## src/rtl/vpd_pkg.sv

```systemverilog
// ============================================================================
// vpd_pkg - shared types and constants for the vertex position dequantiser
// Format codes, the classified item passed from front to back, and widths.
// ============================================================================
package vpd_pkg;

	localparam logic [2:0] FMT_UBYTE = 3'd0;
	localparam logic [2:0] FMT_SBYTE = 3'd1;
	localparam logic [2:0] FMT_UHALF = 3'd2;
	localparam logic [2:0] FMT_SHALF = 3'd3;

	localparam logic [1:0] REG_FORMAT = 2'd0;
	localparam logic [1:0] REG_THREE  = 2'd1;
	localparam logic [1:0] REG_SCALE  = 2'd2;

	localparam logic [31:0] ONE_BITS    = 32'h3F80_0000;
	localparam logic [31:0] DEFAULT_NAN = 32'hFFC0_0000;

	localparam int QDEPTH = 2;

	// One component after classification: pass-through word or signed magnitude.
	typedef struct packed {
		logic        pass;
		logic        neg;
		logic [31:0] word;   // raw word when pass, else magnitude (<= 2^16)
	} comp_t;

	typedef struct packed {
		comp_t       x;
		comp_t       y;
		comp_t       z;
		logic        force_one;
	} item_t;

endpackage

```

## src/rtl/vertex_position_dequantizer_core.sv

```systemverilog
// ============================================================================
// vertex_position_dequantizer_core - vertex position dequantiser top level
// Converts three raw component words to scaled binary32 values.
// ============================================================================
// Path: a transfer passes the front register, the queue, then the multiply and round stages.
// Throughput: one position per cycle while out_ready stays high; one scale multiply
// per component per cycle in the back stage sets this figure.
// Reset: arst_n clears all valid flags and queue pointers and returns the
// registers to unsigned byte format, three elements and a scale of 1.0.
module vertex_position_dequantizer_core (
	input  logic        clk,
	input  logic        arst_n,
	input  logic        cfg_we,
	input  logic [1:0]  cfg_index,
	input  logic [31:0] cfg_data,
	input  logic        in_valid,
	output logic        in_ready,
	input  logic [31:0] raw_x,
	input  logic [31:0] raw_y,
	input  logic [31:0] raw_z,
	output logic        out_valid,
	input  logic        out_ready,
	output logic [31:0] x_bits,
	output logic [31:0] y_bits,
	output logic [31:0] z_bits
);

	logic [2:0]     fmt_q;
	logic           three_q;
	logic [31:0]    scale_q;

	// The user must write the configuration only while the block is idle; the block itself does not enforce this.
	always_ff @(posedge clk or negedge arst_n) begin
		if (!arst_n) begin
			fmt_q   <= vpd_pkg::FMT_UBYTE;
			three_q <= 1'b1;
			scale_q <= vpd_pkg::ONE_BITS;
		end else if (cfg_we) begin
			case (cfg_index)
				vpd_pkg::REG_FORMAT: fmt_q   <= cfg_data[2:0];
				vpd_pkg::REG_THREE:  three_q <= cfg_data[0];
				vpd_pkg::REG_SCALE:  scale_q <= cfg_data;
				default: ;
			endcase
		end
	end

	logic           f_valid, f_ready, b_valid, b_ready;
	vpd_pkg::item_t f_item, b_item;

	// The front classifies each word into a pass-through word or a signed
	// magnitude, so the back needs no knowledge of the format.
	vpd_front u_front (
		.clk(clk), .arst_n(arst_n),
		.valid(in_valid), .ready(in_ready),
		.raw_x(raw_x), .raw_y(raw_y), .raw_z(raw_z),
		.fmt(fmt_q), .three(three_q),
		.item_valid_s1(f_valid), .item_ready(f_ready), .item_s1(f_item)
	);

	// The short queue lets the front keep taking transfers while the back waits.
	vpd_queue u_queue (
		.clk(clk), .arst_n(arst_n),
		.wr_valid(f_valid), .wr_ready(f_ready), .wr_item(f_item),
		.rd_valid(b_valid), .rd_ready(b_ready), .rd_item(b_item)
	);

	// The back multiplies by the scale and then rounds, one stage each.
	vpd_back u_back (
		.clk(clk), .arst_n(arst_n),
		.in_valid(b_valid), .in_ready(b_ready), .in_item(b_item),
		.scale(scale_q),
		.valid(out_valid), .ready(out_ready),
		.x_bits(x_bits), .y_bits(y_bits), .z_bits(z_bits)
	);

endmodule

```

## src/rtl/vpd_front.sv

```systemverilog
// ============================================================================
// vpd_front - input stage
// Accepts a raw position, classifies each word by format and registers it.
// ============================================================================
module vpd_front (
	input  logic                 clk,
	input  logic                 arst_n,
	input  logic                 valid,
	output logic                 ready,
	input  logic [31:0]          raw_x,
	input  logic [31:0]          raw_y,
	input  logic [31:0]          raw_z,
	input  logic [2:0]           fmt,
	input  logic                 three,
	output logic                 item_valid_s1,
	input  logic                 item_ready,
	output vpd_pkg::item_t       item_s1
);

	function automatic vpd_pkg::comp_t classify(input logic [31:0] w, input logic [2:0] f);
		vpd_pkg::comp_t c;
		c.pass = 1'b0;
		c.neg  = 1'b0;
		c.word = 32'd0;
		case (f)
			vpd_pkg::FMT_UBYTE: c.word = {24'd0, w[7:0]};
			vpd_pkg::FMT_SBYTE: begin
				c.neg  = w[7];
				c.word = w[7] ? {23'd0, 9'h100 - {1'b0, w[7:0]}} : {24'd0, w[7:0]};
			end
			vpd_pkg::FMT_UHALF: c.word = {16'd0, w[15:0]};
			vpd_pkg::FMT_SHALF: begin
				c.neg  = w[15];
				c.word = w[15] ? {15'd0, 17'h10000 - {1'b0, w[15:0]}} : {16'd0, w[15:0]};
			end
			default: begin
				c.pass = 1'b1;
				c.word = w;
			end
		endcase
		return c;
	endfunction

	assign ready = !item_valid_s1 || item_ready;

	always_ff @(posedge clk or negedge arst_n) begin
		if (!arst_n) begin
			item_valid_s1 <= 1'b0;
		end else if (ready) begin
			item_valid_s1 <= valid;
		end
	end

	always_ff @(posedge clk) begin
		if (ready && valid) begin
			item_s1.x         <= classify(raw_x, fmt);
			item_s1.y         <= classify(raw_y, fmt);
			item_s1.z         <= classify(raw_z, fmt);
			item_s1.force_one <= !three;
		end
	end

endmodule

```

## src/rtl/vpd_queue.sv

```systemverilog
// ============================================================================
// vpd_queue - short item queue
// Two-entry FIFO that lets the front and back stall independently.
// ============================================================================
module vpd_queue (
	input  logic           clk,
	input  logic           arst_n,
	input  logic           wr_valid,
	output logic           wr_ready,
	input  vpd_pkg::item_t wr_item,
	output logic           rd_valid,
	input  logic           rd_ready,
	output vpd_pkg::item_t rd_item
);

	vpd_pkg::item_t                       mem_q [vpd_pkg::QDEPTH];
	logic [$clog2(vpd_pkg::QDEPTH)-1:0]   wp_q, rp_q;
	logic [$clog2(vpd_pkg::QDEPTH):0]     cnt_q;
	logic                                 wr, rd;

	assign wr_ready = cnt_q != ($clog2(vpd_pkg::QDEPTH)+1)'(vpd_pkg::QDEPTH);
	assign rd_valid = cnt_q != '0;
	assign rd_item  = mem_q[rp_q];
	assign wr = wr_valid && wr_ready;
	assign rd = rd_valid && rd_ready;

	always_ff @(posedge clk or negedge arst_n) begin
		if (!arst_n) begin
			wp_q  <= '0;
			rp_q  <= '0;
			cnt_q <= '0;
		end else begin
			if (wr) wp_q <= wp_q + 1'b1;
			if (rd) rp_q <= rp_q + 1'b1;
			cnt_q <= cnt_q + {{$clog2(vpd_pkg::QDEPTH){1'b0}}, wr} - {{$clog2(vpd_pkg::QDEPTH){1'b0}}, rd};
		end
	end

	always_ff @(posedge clk) begin
		if (wr) mem_q[wp_q] <= wr_item;
	end

endmodule

```

## src/rtl/vpd_back.sv

```systemverilog
// ============================================================================
// vpd_back - scaling pipeline
// Multiplies each magnitude by the scale, then normalises and rounds.
// ============================================================================
module vpd_back (
	input  logic           clk,
	input  logic           arst_n,
	input  logic           in_valid,
	output logic           in_ready,
	input  vpd_pkg::item_t in_item,
	input  logic [31:0]    scale,
	output logic           valid,
	input  logic           ready,
	output logic [31:0]    x_bits,
	output logic [31:0]    y_bits,
	output logic [31:0]    z_bits
);

	// Per component, stage 1: product and special-case result.
	typedef struct packed {
		logic        done;    // result already final
		logic [31:0] res;
		logic        sign;
		logic [40:0] prod;
		logic [7:0]  es;
	} mul_t;

	function automatic mul_t mul_stage(input vpd_pkg::comp_t c, input logic [31:0] s);
		mul_t  m;
		logic  ss;
		logic [7:0] es;
		logic [22:0] ms;
		logic [23:0] sig;
		ss  = s[31];
		es  = s[30:23];
		ms  = s[22:0];
		sig = (es != 8'd0) ? {1'b1, ms} : {1'b0, ms};
		m.sign = ss ^ c.neg;
		m.prod = 41'(sig) * 41'(c.word[16:0]);
		m.es   = (es == 8'd0) ? 8'd1 : es;
		m.done = 1'b1;
		m.res  = 32'd0;
		if (c.pass) begin
			m.res = c.word;
		end else if (es == 8'hFF) begin
			if (ms != 23'd0)            m.res = s | 32'h0040_0000;
			else if (c.word == 32'd0)   m.res = vpd_pkg::DEFAULT_NAN;
			else                        m.res = {m.sign, 31'h7F80_0000};
		end else if (c.word == 32'd0) begin
			m.res = {ss, 31'd0};
		end else if (es == 8'd0 && ms == 23'd0) begin
			m.res = {m.sign, 31'd0};
		end else begin
			m.done = 1'b0;
		end
		return m;
	endfunction

	// Stage 2: value = prod * 2^(es-150), round to binary32.
	function automatic logic [31:0] pack_stage(input mul_t m);
		logic [5:0]  p;
		logic signed [10:0] e, shift, lo;
		logic [40:0] q, rem, half, mask;
		logic signed [10:0] expf;
		logic [31:0] bits;
		if (m.done) return m.res;
		p = 6'd0;
		for (int i = 0; i < 41; i++)
			if (m.prod[i]) p = 6'(i);
		e     = 11'($signed({3'd0, m.es})) - 11'sd150;
		shift = $signed({5'd0, p}) - 11'sd23;
		lo    = -11'sd149 - e;
		if (lo > shift) shift = lo;
		if (shift <= 0) begin
			q = m.prod << 6'(-shift);
		end else if (shift > 11'sd41) begin
			q = 41'd0;   // shifted entirely below half
		end else begin
			q    = m.prod >> 6'(shift);
			mask = (41'd1 << 6'(shift)) - 41'd1;
			rem  = m.prod & mask;
			half = 41'd1 << 6'(shift - 11'sd1);
			if (rem > half || (rem == half && q[0])) q = q + 41'd1;
		end
		expf = e + shift + 11'sd149;
		if (expf >= 11'sd255) return {m.sign, 31'h7F80_0000};
		bits = 32'({expf[7:0], 23'd0}) + q[31:0];
		if (bits >= 32'h7F80_0000) return {m.sign, 31'h7F80_0000};
		return {m.sign, bits[30:0]};
	endfunction

	mul_t        mx_s1, my_s1, mz_s1;
	logic        fo_s1, v_s1, v_s2;
	logic        adv1;

	assign in_ready = !v_s1 || adv1;
	assign adv1     = !v_s2 || ready;
	assign valid    = v_s2;

	always_ff @(posedge clk or negedge arst_n) begin
		if (!arst_n) begin
			v_s1 <= 1'b0;
			v_s2 <= 1'b0;
		end else begin
			if (in_ready) v_s1 <= in_valid;
			if (adv1)     v_s2 <= v_s1;
		end
	end

	always_ff @(posedge clk) begin
		if (in_ready && in_valid) begin
			mx_s1 <= mul_stage(in_item.x, scale);
			my_s1 <= mul_stage(in_item.y, scale);
			mz_s1 <= mul_stage(in_item.z, scale);
			fo_s1 <= in_item.force_one;
		end
		if (adv1 && v_s1) begin
			x_bits <= pack_stage(mx_s1);
			y_bits <= pack_stage(my_s1);
			z_bits <= fo_s1 ? vpd_pkg::ONE_BITS : pack_stage(mz_s1);
		end
	end

endmodule

```

## config.mk

```make
export PLATFORM = sky130hd
export DESIGN_NAME = vertex_position_dequantizer_core
export DESIGN_NICKNAME = d
export VERILOG_FILES = /design/src/rtl/vpd_pkg.sv /design/src/rtl/vertex_position_dequantizer_core.sv /design/src/rtl/vpd_front.sv /design/src/rtl/vpd_queue.sv /design/src/rtl/vpd_back.sv
export SDC_FILE = /design/constraint.sdc
export NUM_CORES = 2
export LEC_CHECK = 0
export ABC_AREA = 0
export BUFFER_PORTS_ARGS = -buffer_cell sky130_fd_sc_hd__buf_2
export CELL_PAD_IN_SITES_DETAIL_PLACEMENT = 1
export CELL_PAD_IN_SITES_GLOBAL_PLACEMENT = 1
export CORE_AREA = 2 2 362 508
export DETAILED_ROUTE_END_ITERATION = 10
export DIE_AREA = 0 0 364 510
export GPL_TIMING_DRIVEN = 1
export PLACE_DENSITY_LB_ADDON = 0.1
export SYNTH_ARGS = -nofsm -noshare
export SYNTH_HDL_FRONTEND = slang
export SYNTH_SLANG_ARGS = --single-unit
export TNS_END_PERCENT = 5
```

## constraint.sdc

```tcl
create_clock -name clk -period 15.38 [get_ports clk]
set_input_delay 4.614 -clock clk [delete_from_list [all_inputs] [get_ports clk]]
set_output_delay 4.614 -clock clk [all_outputs]
set_load 0.01 [all_outputs]
```

==> results of run 1 <==
kinds of logic after synthesis:
logic type / Yosys count / share of synthesized area, %
AOI/OAI and AO/OA: 1991 / 14.69
xor gates and xnor gates: 332 / 3.167
adders and majority gates: 1588 / 29.76
buffers and inverters: 1895 / 7.971
DFF: 676 / 21.88
muxes: 376 / 4.503
and+or+nand+nor: 3484 / 18.03
cell usage after synthesis, types with 21 or more instances:
master / instances / area (um2)
a31oi_1: 69 / 431.7
nor4_1: 82 / 513.0
buf_1: 58 / 217.7
a21oi_1: 440 / 2202
and3_1: 55 / 344.1
or2_2: 36 / 225.2
buf_2: 66 / 330.3
nand2_1: 1521 / 5709
and2_1: 341 / 2133
xnor2_1: 233 / 2041
o31ai_1: 27 / 202.7
fa_1: 993 / 19880
clkbuf_1: 499 / 1873
a22oi_1: 64 / 480.5
nor2b_1: 179 / 1120
o221ai_1: 25 / 219.0
nand3_1: 210 / 1051
o22ai_1: 121 / 757.0
nor3_1: 170 / 850.8
inv_1: 1239 / 4651
or4_1: 27 / 202.7
edfxtp_1: 633 / 19010
nand4_1: 83 / 519.3
a211oi_1: 81 / 608.1
nand2b_1: 80 / 500.5
mux2i_1: 228 / 2282
o32ai_1: 35 / 306.5
o21bai_1: 45 / 337.8
ha_1: 595 / 7445
o2111ai_1: 24 / 210.2
o21ai_0: 376 / 1882
o21ai_1: 26 / 130.1
a21boi_0: 21 / 157.7
xor2_1: 99 / 867.1
a32oi_1: 22 / 192.7
o21a_1: 63 / 473.0
a22o_1: 58 / 508.0
a21o_1: 95 / 713.2
dfrtp_1: 35 / 875.8
a311oi_1: 24 / 210.2
nor2_1: 540 / 2027
or3_1: 51 / 319.1
o211ai_1: 98 / 735.7
mux2_2: 130 / 1464
a32o_1: 22 / 220.2
stage by stage:
stage / std cells / util (%) / worst slack [ns] / hold WS [ns] / instance area, um2
2_1_floorplan: 10340 / - / 1.498 / 0.4215 / 91830
3_3_place_gp: 12700 / 53.22 / 1.034 / 0.4219 / 96210
3_5_place_dp: 12700 / 53.22 / 0.4844 / 0.4352 / 96210
4_1_cts: 12830 / 54.62 / 0.4060 / 0.4381 / 98740
routing by layer:
layer  global-route usage, %  overflow
met1                   74.79         4
met5                   40.02         1
met3                   56.74        12
met2                   86.33        53
met4                   66.59        62
==> results.cfg, run 1 <==
[clock_network]
cts-hold-fix-buffers = 0
cts_resized = 0
htree_levels = 3
cts-root-buf = clkbuf_16
numCtsBuffers = 75
cts_setup_buffers = 0
clock-sinks = 676
clock_path_buffers = 3

[placed_design]
gp_congestion = 1.095
hpwl_um = 361600
portBuffers = 232

[floorplan]
die_h_um = 510
initial_core_util_pct = 50.79
num_io_pins = 233
row_count = 185
die_w_um = 364

[logic_synthesis]
synth_edf_count = 633
syn_area_um2 = 91820
avgSynthCellArea_um2 = 8.879
yosysWarnings = 0
seq_area_frac_synth_pct = 21.88
synth_nets = 12070
synth_cells = 10340
synthArstFlopShare_pct = 6.361
synthDistinctLibCells = 126
ys_ff_latch = 676
synth_top_flop_cell = edfxtp_1

[outcome]
outcome = aborted with a tool error
firstError = [ERROR GRT-0232] Routing congestion too high. Check the congestion heatmap in the GUI.
haltStage = global routing (5_1_grt)

[grt]
antenna_found_initial = 74
grt_max_degree = 151
grt_use_total_pct = 72.07
grt_overflow = 132

[timing]
endpoint_type = register input
repair-timing-grt-worst-ep = u_back.x_bits[13]$_DFFE_PP_/D
==> inputs of run 2 (changes only) <==
--- a/config.mk
+++ b/config.mk
@@ -7,13 +7,11 @@
 export LEC_CHECK = 0
 export ABC_AREA = 0
 export BUFFER_PORTS_ARGS = -buffer_cell sky130_fd_sc_hd__buf_2
-export CELL_PAD_IN_SITES_DETAIL_PLACEMENT = 1
-export CELL_PAD_IN_SITES_GLOBAL_PLACEMENT = 1
-export CORE_AREA = 2 2 362 508
+export CORE_AREA = 2 2 483 485
 export DETAILED_ROUTE_END_ITERATION = 10
-export DIE_AREA = 0 0 364 510
+export DIE_AREA = 0 0 485 487
 export GPL_TIMING_DRIVEN = 1
-export PLACE_DENSITY_LB_ADDON = 0.1
+export PLACE_DENSITY_LB_ADDON = 0.15
 export SYNTH_ARGS = -nofsm -noshare
 export SYNTH_HDL_FRONTEND = slang
 export SYNTH_SLANG_ARGS = --single-unit
==> results.cfg, run 2 <==
[grt]
grt_pass1_vias = 80390
grt_overflow = 0
grt_pass1_wl_um = 606300
grt_use_total_pct = 35.67
grt_max_degree = 91
antenna_found_initial = 53

[setup_path]
crit_top_cell = a21oi_1
r2r_start = u_back.mx_s1[26]$_DFFE_PP_
end_kind = flip-flop
rr_worst_depth = 65
slowest_delay_ns = 0.84
critPathLaunchType = flip-flop
crit_slowest_cell = nor4_2
rrSetupSlack_ns = 0.68
reg2reg_to = u_back.x_bits[22]$_DFFE_PP_
critPathKind = reg2reg
cp_data_arrival_time_ns = 15.16
cp_max_fo = 23
worst-endpoint-required_ns = 15.85

[run]
cap_viol_max_count = 1

[timing]
rsz0062_at_grt = false
final_max_slew_viol_count = 5
skew_ns = 0.04650
tns_ns = 0
fmax_mhz = 68.03
hold_ws_ns = 0.4267
hold_violations = 0
period_share_pct = 95.57
maxSlewHeadroom_pct = -1.867
finalSetupViolCount = 0
timing.final.crit_period_ns = 14.70
tightest_slew_ns = 1.523

[logic_synthesis]
syn_area_um2 = 91820
synth_edf_count = 633
seq_area_frac_synth_pct = 21.88
synthTopCellsByCount = nand2_1 (1,521), inv_1 (1,239), fa_1 (993)
synth.top_cell.area_share_pct = 21.65
synthArstFlopShare_pct = 6.361
ys_ff_latch = 676
synth_nets = 12070
synth_top_area_cell = fa_1
avgSynthCellArea_um2 = 8.879
yosysMostFrequentCell = nand2_1
synthDistinctLibCells = 126
synthTopCellsByArea = fa_1 (22%), edfxtp_1 (21%), ha_1 (8.1%), nand2_1 (6.2%), inv_1 (5.1%)
yosysWarnings = 0
synth_cells = 10340
synth_top_flop_cell = edfxtp_1

[clock_network]
cts-hold-fix-buffers = 0
clock_path_buffers = 3
clock-sinks = 676
clock_latency_ns = 0.75
numCtsBuffers = 81
htree_levels = 3
cts-root-buf = clkbuf_16
clkTransAtPathRegs_ns = 0.08
cts_tree = done

[floorplan]
die_w_um = 485
row_count = 177
die_h_um = 487
num_io_pins = 233
initial_core_util_pct = 39.68
die_area_um2 = 236200
coreArea_um2 = 231400

[finish]
final_nets = 12120
largest_register = u_queue.mem_q
final_util_pct = 43.31
syn2layout_area_growth_pct = 9.162
fillers = 22840
post_route_cells_drive_above_1_share_pct = 10.48
mostFrequentLayoutCell = nand2_1
mostFrequentLayoutCells = nand2_1 (1,518), inv_1 (1,238), fa_1 (993)
largest_register_ff_count = 202
reg_top3 = u_queue.mem_q (202), u_front.item_s1 (101), u_back.mx_s1 (83)

[worst_hold_path]
hold_class = reg2reg
holdPathStages = 0
hp-start = u_front.item_s1[78]$_DFFE_PP_
min_to = u_queue.mem_q[1][78]$_DFFE_PP_

[drt]
drcViolationCount = 0
drtIter0Drc = 9364
num_vias = 82250
post_drt_wl_per_cell_um = 31.72
drt-vias-per-instance = 6.085
ant_nets = 0
drt-total-wl_um = 428800
firstDrtPassIters = 8

[outcome]
violations = capacitance limit, slew limit
outcome = finished with violations

[placed_design]
gp_congestion = 1.037
portBuffers = 232
hpwl_um = 338900
==> run 2: worst max path at each step <==
| stage | start | to | slack [ns] | cells after the start |
|---|---|---|---|---|
| global route | u_back.my_s1[27]$_DFFE_PP_ | u_back.y_bits[24]$_DFFE_PP_ | 0.04 | 63 |
| CTS | u_back.mx_s1[26]$_DFFE_PP_ | u_back.x_bits[22]$_DFFE_PP_ | 0.60 | 65 |
| floorplan | u_back.my_s1[26]$_DFFE_PP_ | u_back.y_bits[25]$_DFFE_PP_ | 1.50 | 68 |
| global placement | u_back.mx_s1[26]$_DFFE_PP_ | u_back.x_bits[13]$_DFFE_PP_ | 0.67 | 65 |
| finish | u_back.mx_s1[26]$_DFFE_PP_ | u_back.x_bits[22]$_DFFE_PP_ | 0.68 | 65 |
| detailed placement | u_back.mx_s1[26]$_DFFE_PP_ | u_back.x_bits[15]$_DFFE_PP_ | 0.64 | 62 |
==> run 2: cell type report <==
| class | instances | area [um2] | share of cell area, % |
|---|---|---|---|
| diodes | 10 | 25.02 | 0.02496 |
| clock buffers | 92 | 2100 | 2.095 |
| clock inverters | 58 | 649.4 | 0.6478 |
| well taps | 3043 | 3807 | 3.798 |
| inverters | 1250 | 4692 | 4.681 |
| multi-input cells | 7771 | 64740 | 64.59 |
| repair buffers | 616 | 4098 | 4.088 |
| flip-flops and latches | 676 | 20130 | 20.08 |
==> run 2: kinds of logic (layout without fill, tap and decap cells) <==
logic type      Yosys count  after routing  share of synthesized area, %
other cells               0             10                             0
fa+ha+maj              1588           1588                         29.76
compound gates         1991           1991                         14.69
simple gates           3484           3484                         18.03
mux                     376            376                         4.503
buf+inv                1895           2016                         7.971
xor+xnor                332            332                         3.167
flops                   676            676                         21.88
==> run 2: routing by layer <==
metal	GRT usage (%)	part of all wire, %	vias up
li1	-	-	35430
met1	51.75	44	42070
met2	51.22	41	4189
met3	9.390	11	544
met4	11.64	3.7	14
met5	0	0.023	-
==> run 2: metrics by stage <==
stage | cell area, um2 | std cells | setup WS, ns
after floorplan | 91830 | 10340 | 1.498
after global placement | 97360 | 13350 | 0.6729
after detailed placement | 97370 | 13350 | 0.6373
after CTS | 100100 | 13500 | 0.6022
after global routing | 100200 | 13510 | 0.04414
final | 100200 | 13520 | 0.6813
==> run 2: timing repair <==
action,CTS,global route
hold endpoints to repair,0,0
buffers inserted,0,3
gates resized for setup,0,16
endpoints found under the setup margin,0,90
==> run 2: critical path, delay by kind of cell, from the launching register on <==
family | cells | cell delay (ns)
and+or+nand+nor | 26 | 5.46
AOI/OAI and AO/OA | 24 | 4.30
adders and majority gates | 6 | 1.93
buffers and inverters | 5 | 0.91
muxes | 2 | 0.71
DFF | 1 | 0.70
xor gates and xnor gates | 2 | 0.37
Power of run 2 is left out: the tool's default activity adds up to more than one toggle a clock period on the data nets, which glitch-free logic cannot reach.
